File: config.mk
export PLATFORM = sky130hd
export DESIGN_NAME = oaht_useq
export DESIGN_NICKNAME = d
export VERILOG_FILES = /design/src/hw/rtl/oaht_pkg.sv /design/src/hw/rtl/oaht_useq.sv
export SDC_FILE = /design/constraint.sdc
export NUM_CORES = 1
export LEC_CHECK = 0
export BUFFER_PORTS_ARGS = -buffer_cell sky130_fd_sc_hd__buf_2
export CAP_MARGIN = 10
export CORE_AREA = 4 4 41 43
export DETAILED_ROUTE_END_ITERATION = 8
export DIE_AREA = 0 0 45 47
export GPL_TIMING_DRIVEN = 0
export PLACE_DENSITY_LB_ADDON = 0.2
export SKIP_CTS_REPAIR_TIMING = 1
export SLEW_MARGIN = 25
export SYNTH_ARGS = -nofsm -noshare
export SYNTH_HDL_FRONTEND = slang
export SYNTH_SLANG_ARGS = --single-unit
File: constraint.sdc
create_clock -name clk_i -period 1.7 [get_ports clk_i]
set_input_delay 0.17 -clock clk_i [delete_from_list [all_inputs] [get_ports clk_i]]
set_output_delay 0.17 -clock clk_i [all_outputs]
set_load 0.02 [all_outputs]
File: src/hw/rtl/oaht_pkg.sv
// ----------------------------------------------------------------------------
// oaht_pkg
// Shared types, constants and the control store of the hash table sequencer.
// ----------------------------------------------------------------------------
`default_nettype none

package oaht_pkg;

  // table geometry
  localparam int unsigned TABLE_SIZE = 1021;
  localparam int unsigned IDX_W      = $clog2(TABLE_SIZE);
  localparam int unsigned REM_W      = IDX_W + 1;

  // field widths
  localparam int unsigned KEY_W    = 31;
  localparam int unsigned VAL_W    = 32;
  localparam int unsigned STATUS_W = 3;
  localparam int unsigned PROBE_W  = 10;
  localparam int unsigned ENTRY_W  = 1 + KEY_W + VAL_W;
  localparam int unsigned PROD_W   = KEY_W + 32;

  localparam logic [PROBE_W-1:0] PROBES_MAX = '1;

  // double hashing step base
  localparam int unsigned DH_PRIME = 17;
  localparam int unsigned STEP_W   = $clog2(DH_PRIME);

  // reciprocals for remainder by multiplication, quotient low by at most one
  localparam int unsigned TAB_SHIFT = KEY_W + IDX_W;
  localparam int unsigned DH_SHIFT  = KEY_W + STEP_W;
  localparam logic [31:0] TAB_RECIP = 32'((64'd1 << TAB_SHIFT) / 64'(TABLE_SIZE));
  localparam logic [31:0] DH_RECIP  = 32'((64'd1 << DH_SHIFT) / 64'(DH_PRIME));

  typedef enum logic {
    FUNC_INSERT = 1'b0,
    FUNC_LOOKUP = 1'b1
  } func_e;

  typedef enum logic [STATUS_W-1:0] {
    ST_INSERTED  = 3'd0,
    ST_UPDATED   = 3'd1,
    ST_FULL      = 3'd2,
    ST_FOUND     = 3'd3,
    ST_NOT_FOUND = 3'd4
  } status_e;

  typedef enum logic {
    MODE_LINEAR = 1'b0,
    MODE_DOUBLE = 1'b1
  } mode_e;

  typedef struct packed {
    func_e            func;
    logic [KEY_W-1:0] key;
    logic [VAL_W-1:0] value;
  } in_t;

  typedef struct packed {
    status_e            status;
    logic [PROBE_W-1:0] probes;
  } out_t;

  // divisor of the shared remainder unit
  typedef enum logic {
    DIV_TABLE = 1'b0,
    DIV_DH    = 1'b1
  } div_e;

  // jump conditions
  typedef enum logic [2:0] {
    C_ALWAYS    = 3'd0,
    C_IN_FIRE   = 3'd1,
    C_CLR_LAST  = 3'd2,
    C_PROBE_END = 3'd3,
    C_OUT_FREE  = 3'd4
  } cond_e;

  // microprogram steps
  typedef enum logic [3:0] {
    PC_CLR   = 4'd0,
    PC_IDLE  = 4'd1,
    PC_MULH  = 4'd2,
    PC_REMH  = 4'd3,
    PC_HOME  = 4'd4,
    PC_REMS  = 4'd5,
    PC_STEP  = 4'd6,
    PC_EVAL  = 4'd7,
    PC_DONE  = 4'd8
  } pc_e;

  typedef struct packed {
    logic  in_rdy;
    logic  clr_wr;
    logic  mul_en;
    div_e  mul_sel;
    logic  rem_en;
    div_e  rem_sel;
    logic  set_home;
    logic  set_step;
    logic  rd_home;
    logic  eval;
    logic  out_load;
    cond_e cond;
    pc_e   target;
  } ctl_t;

  typedef struct packed {
    logic in_fire;
    logic clr_last;
    logic probe_end;
    logic out_free;
  } flags_t;

  // control store: one word per step, jump to target when cond holds, else hold
  function automatic ctl_t rom(input pc_e pc);
    ctl_t c;
    c = '{in_rdy: 1'b0, clr_wr: 1'b0, mul_en: 1'b0, mul_sel: DIV_TABLE,
          rem_en: 1'b0, rem_sel: DIV_TABLE, set_home: 1'b0, set_step: 1'b0,
          rd_home: 1'b0, eval: 1'b0, out_load: 1'b0, cond: C_ALWAYS,
          target: PC_IDLE};
    case (pc)
      PC_CLR: begin
        c.clr_wr = 1'b1;
        c.cond   = C_CLR_LAST;
        c.target = PC_IDLE;
      end
      PC_IDLE: begin
        c.in_rdy = 1'b1;
        c.cond   = C_IN_FIRE;
        c.target = PC_MULH;
      end
      PC_MULH: begin
        c.mul_en  = 1'b1;
        c.mul_sel = DIV_TABLE;
        c.target  = PC_REMH;
      end
      PC_REMH: begin
        c.rem_en  = 1'b1;
        c.rem_sel = DIV_TABLE;
        c.target  = PC_HOME;
      end
      PC_HOME: begin
        c.rem_sel  = DIV_TABLE;
        c.set_home = 1'b1;
        c.mul_en   = 1'b1;
        c.mul_sel  = DIV_DH;
        c.target   = PC_REMS;
      end
      PC_REMS: begin
        c.rem_en  = 1'b1;
        c.rem_sel = DIV_DH;
        c.target  = PC_STEP;
      end
      PC_STEP: begin
        c.rem_sel  = DIV_DH;
        c.set_step = 1'b1;
        c.rd_home  = 1'b1;
        c.target   = PC_EVAL;
      end
      PC_EVAL: begin
        c.eval   = 1'b1;
        c.cond   = C_PROBE_END;
        c.target = PC_DONE;
      end
      PC_DONE: begin
        c.out_load = 1'b1;
        c.cond     = C_OUT_FREE;
        c.target   = PC_IDLE;
      end
      default: begin
        c.target = PC_IDLE;
      end
    endcase
    return c;
  endfunction

endpackage

`default_nettype wire

File: src/hw/rtl/oaht_useq.sv
// ----------------------------------------------------------------------------
// oaht_useq
// Microprogram sequencer: step counter, control store and conditional jumps.
// ----------------------------------------------------------------------------
`default_nettype none

module oaht_useq (
  input  wire logic            clk_i,
  input  wire logic            rst_ni,
  input  wire oaht_pkg::flags_t flags_i,
  output oaht_pkg::ctl_t       ctl_o
);

  oaht_pkg::pc_e pc_q, pc_d;
  logic          take;

  // step counter, starts with the clearing pass
  always_ff @(posedge clk_i or negedge rst_ni) begin
    if (!rst_ni) begin
      pc_q <= oaht_pkg::PC_CLR;
    end else begin
      pc_q <= pc_d;
    end
  end

  // control word fetch and jump decision
  always_comb begin
    ctl_o = oaht_pkg::rom(pc_q);
    case (ctl_o.cond)
      oaht_pkg::C_ALWAYS:    take = 1'b1;
      oaht_pkg::C_IN_FIRE:   take = flags_i.in_fire;
      oaht_pkg::C_CLR_LAST:  take = flags_i.clr_last;
      oaht_pkg::C_PROBE_END: take = flags_i.probe_end;
      oaht_pkg::C_OUT_FREE:  take = flags_i.out_free;
      default:               take = 1'b1;
    endcase
    pc_d = take ? ctl_o.target : pc_q;
  end

endmodule

`default_nettype wire

; Yosys cells after proc, flatten, opt, wreduce, memory -nomap -nowiden
; Index checks and enable logic that the tools add are counted.
[op_classes]
n_eq_ne = 12
muxes = 12
n_reduce_logical = 3
[op_table]
columns = cell, n
row1 = case mux 4 bit (7 select lines), 1
row2 = "equality test 4 x 3 -> 1 bit, second input constant", 4
row3 = case mux 3 bit (4 select lines), 1
row4 = "equality test 4 x 2 -> 1 bit, second input constant", 2
row5 = 2-to-1 mux 1 bit, 7
row6 = "equality test 3 x 2 -> 1 bit, second input constant", 2
row7 = "equality test 4 x 1 -> 1 bit, second input constant", 1
row8 = "equality test 4 bit, second input constant", 1
row9 = zero test 4 bit, 1
row10 = case mux 1 bit (4 select lines), 1
row11 = case mux 2 bit (2 select lines), 1
row12 = OR reduction 2 bit, 2
row13 = "equality test 3 x 1 -> 1 bit, second input constant", 1
row14 = "equality test 3 bit, second input constant", 1
row15 = 2-to-1 mux 2 bit, 1
[word_totals]
regBits = 4
inputBits = 6
output_inout_bits = 18

; Logic depth before layout (Yosys ltp)
[logic_depth]
word_depth = 4
ltp_mapped = 5
depth_no_buf = 4

; Worst setup path before layout
; Ideal clock, no wire load.
[synth_timing]
kind = register to output
start = register pc_q[1]
end = output ctl_o[5] in the netlist's numbering
arrival_time_ps = 1617
required_time_ps = 1530
slack_ps = -87
path_stages_with_launch = 4
cell_sequence = dfrtp_1 buf_2 nor4_1 nand2b_1
[synth_lines]
columns = item, line
row1 = from (decl), oaht_useq.sv:14  ; oaht_pkg::pc_e pc_q, pc_d;
row2 = from (signal assigned), oaht_useq.sv:20  ; pc_q <= oaht_pkg::PC_CLR;
row3 = from (signal assigned), oaht_useq.sv:22  ; pc_q <= pc_d;
row4 = to (decl), oaht_useq.sv:11  ; output oaht_pkg::ctl_t ctl_o

==> impl_metrics.yaml <==
logic_synthesis:
  synth-adder-area-share: 0
  synth_top_flop_cell: "dfrtp_1"
  synth_xor_area_frac: 0.0698
  synth-async-reset-ratio: 1.00
  synth_edf_count: 0
  synth_nets: 50
  synth_mux_area_frac: 0.0598
  ys_warn_count: 0
  synth.distinct_cells: 22
  synth.ff_latch_count: 4
  synth_area_um2: 377
  synth_top_family_by_area: "simple AND/OR/NAND/NOR gates"
  synth_compound_area_frac: 0.130
  synth_simple_gate_area_frac: 0.332
  seq_area_frac_synth: 0.266
  synth_cells: 44
  post_synth.cell_area_avg_um2: 8.56
timing:
  tightest_slew_ps: 258
  timing.fmax_mhz: 602
  fin_skew_ps: 7.57
  hold_viol_final: 0
  drv_slew: 0
  rsz0062_at_grt: "yes"
  min_period_ps: 1660
  post-route-period-util: 0.978
  hold_slack_ps: 180
  slew_headroom: 0.827
  setup_viol: 0
clock_tree:
  clkTransAtPathRegs_ps: 40
  root_buffer: "clkbuf_4"
  h-tree-depth: 1
  cts_made_buffers: 3
  cts_tree: "built"
  clock-sinks: 4
  clk_latency_ps: 240
  clockBufferDepth: 2
cells_and_area:
  antenna_cells: 0
  drive_above_1_share: 0.521
  area_growth_pct: 45.8
  layout.nets: 79
  largest_register_ff_count: 4
  largest-register: "pc_q"
  reg_top3: "pc_q x4"
  utilization: 0.422
hold_path:
  min_path_type: "input port to flip-flop"
critical_path:
  arrival_ps: 1490
  cp-start-kind: "flip-flop"
  rrSetupSlack_ps: 220
  worstSetupPathType: "flip-flop to output pin"
  crit_fanout: 10
  path_buf_inv: 2
  crit_path_top_delay_cell: "dfrtp_1"
  max_stage_delay_ps: 390
  crit_required_ps: 1530
  critPathCaptureType: "output pin"
  crit_top_cell: "buf_2"
  crit_path_cell_trace: "buf_2, nor3_1, and2_1, nand2b_1, buf_2"
  crit_family: "simple AND/OR/NAND/NOR gates"
grt:
  grt_antenna_before_repair: 0
  grt_pass1_wl_mm: 1.55
  grt_max_degree: 11
  grt_pass1_vias: 359
  gr-total-overflow: 0
  track_usage: 0.104
floorplanning:
  start_util: 0.289
  core_area_um2: 1300
  die_x_um: 45
  std_cell_rows: 13
  dieArea_um2: 2120
  pin_count: 24
  fp.dieH_um: 47
power:
  ir_drop_mv: 0.814
  p_leak_nw: 0.306
  pwr_density_cell_nw_per_um2: 2640
place:
  portBuffers: 23
  gp_congestion: 0.753
  hpwl_um: 768
route:
  firstDrtPassIters: 3
  drt_wl_total_mm: 1.01
  route.detailed.drc: 0
  ant_nets: 0
  avgViaCountPerCell: 4.59
  wl_per_cell_um: 11.8
  drt-initial-drc-count: 3
  vias: 395
run_status:
  status: "completed"
flow_run:
  cap_violations: 0
metrics by stage:
| stage | setup TNS (ps) | total power [mW] | cells | cell area [um2] | setup WS [ps] |
|---|---|---|---|---|---|
| 6_report | 0 | 1.45 | 86 | 549 | 37.9 |
| 5_1_grt | -104 | 1.57 | 86 | 549 | -39.6 |
| 4_1_cts | 0 | 1.47 | 85 | 539 | 20.3 |
| 3_5_place_dp | 0 | 1.35 | 82 | 517 | 236 |
| 3_3_place_gp | 0 | 1.34 | 82 | 517 | 223 |
| 2_1_floorplan | 0 | 1.04 | 44 | 383 | 14.2 |
synth_stat cells, types with 2 or more instances:
cell type	n	area [um2]
and2_1	2	12.5
buf_4	4	30.0
dfrtp_1	4	100
inv_1	3	11.3
mux2_1	2	22.5
nand2_1	3	11.3
nand2b_1	3	18.8
nor2_1	3	11.3
nor3_1	3	15.0
nor4_1	3	18.8
o21ai_0	2	10.0
xnor2_1	2	17.5
cells in the final DEF, fill, tap and decap left out, types with 2 or more instances in the layout:
master,count
buf_2,24
buf_4,4
clkbuf_4,4
dfrtp_1,4
nor3_1,3
inv_1,3
nand2b_1,3
nor2_1,3
nand2_1,3
and2_1,2
nor4_1,2
xnor2_1,2
mux2_1,2
o21ai_0,2
power breakdown:
part | leakage, nW | switching [mW] | internal [mW] | total, mW
logic | 0.242 | 0.706 | 0.438 | 1.14
registers | 0.0493 | 0.0429 | 0.143 | 0.186
clock network | 0.0138 | 0.0418 | 0.0792 | 0.121
cells by family after synthesis:
group	count (synthesis)
multiplexers	2
flip-flops	4
buffers and inverters	9
AO/OA/AOI/OAI	6
XOR/XNOR	3
AND/OR/NAND/NOR	20
path summary, 6_finish.rpt:
path / start / end / cells past startpoint
worst max-delay path: pc_q[1]$_DFFE_PN0P_ / ctl_o[4] / 5
min in group asynchronous: rst_ni / pc_q[1]$_DFFE_PN0P_ / 2
worst max register to register: pc_q[0]$_DFFE_PN0P_ / pc_q[0]$_DFFE_PN0P_ / 3
worst min register to register: pc_q[3]$_DFFE_PN0P_ / pc_q[1]$_DFFE_PN0P_ / 2
worst min-delay path: flags_i[1] / pc_q[1]$_DFFE_PN0P_ / 2
max in group asynchronous: rst_ni / pc_q[3]$_DFFE_PN0P_ / 2
layout make-up:
cell class                      count  area, um2
Fill cell                         145        752
Inverter                            3       11.3
Sequential cell                     4        100
Clock buffer                        3       22.5
Timing Repair Buffer               24        125
Multi-Input combinational cell     31        229
Buffer                              6       42.5
Tap cell                           15       18.8
metal layers:
layer / vias to the layer above / share of wire / track usage
li1: 203 / - / -
met1: 174 / 0.39 / 0.121
met2: 14 / 0.51 / 0.155
met3: 4 / 0.069 / 0.0192
met4: 0 / 0.031 / 0.105
met5: - / 0 / 0
Power figures use the tool's default switching activity.
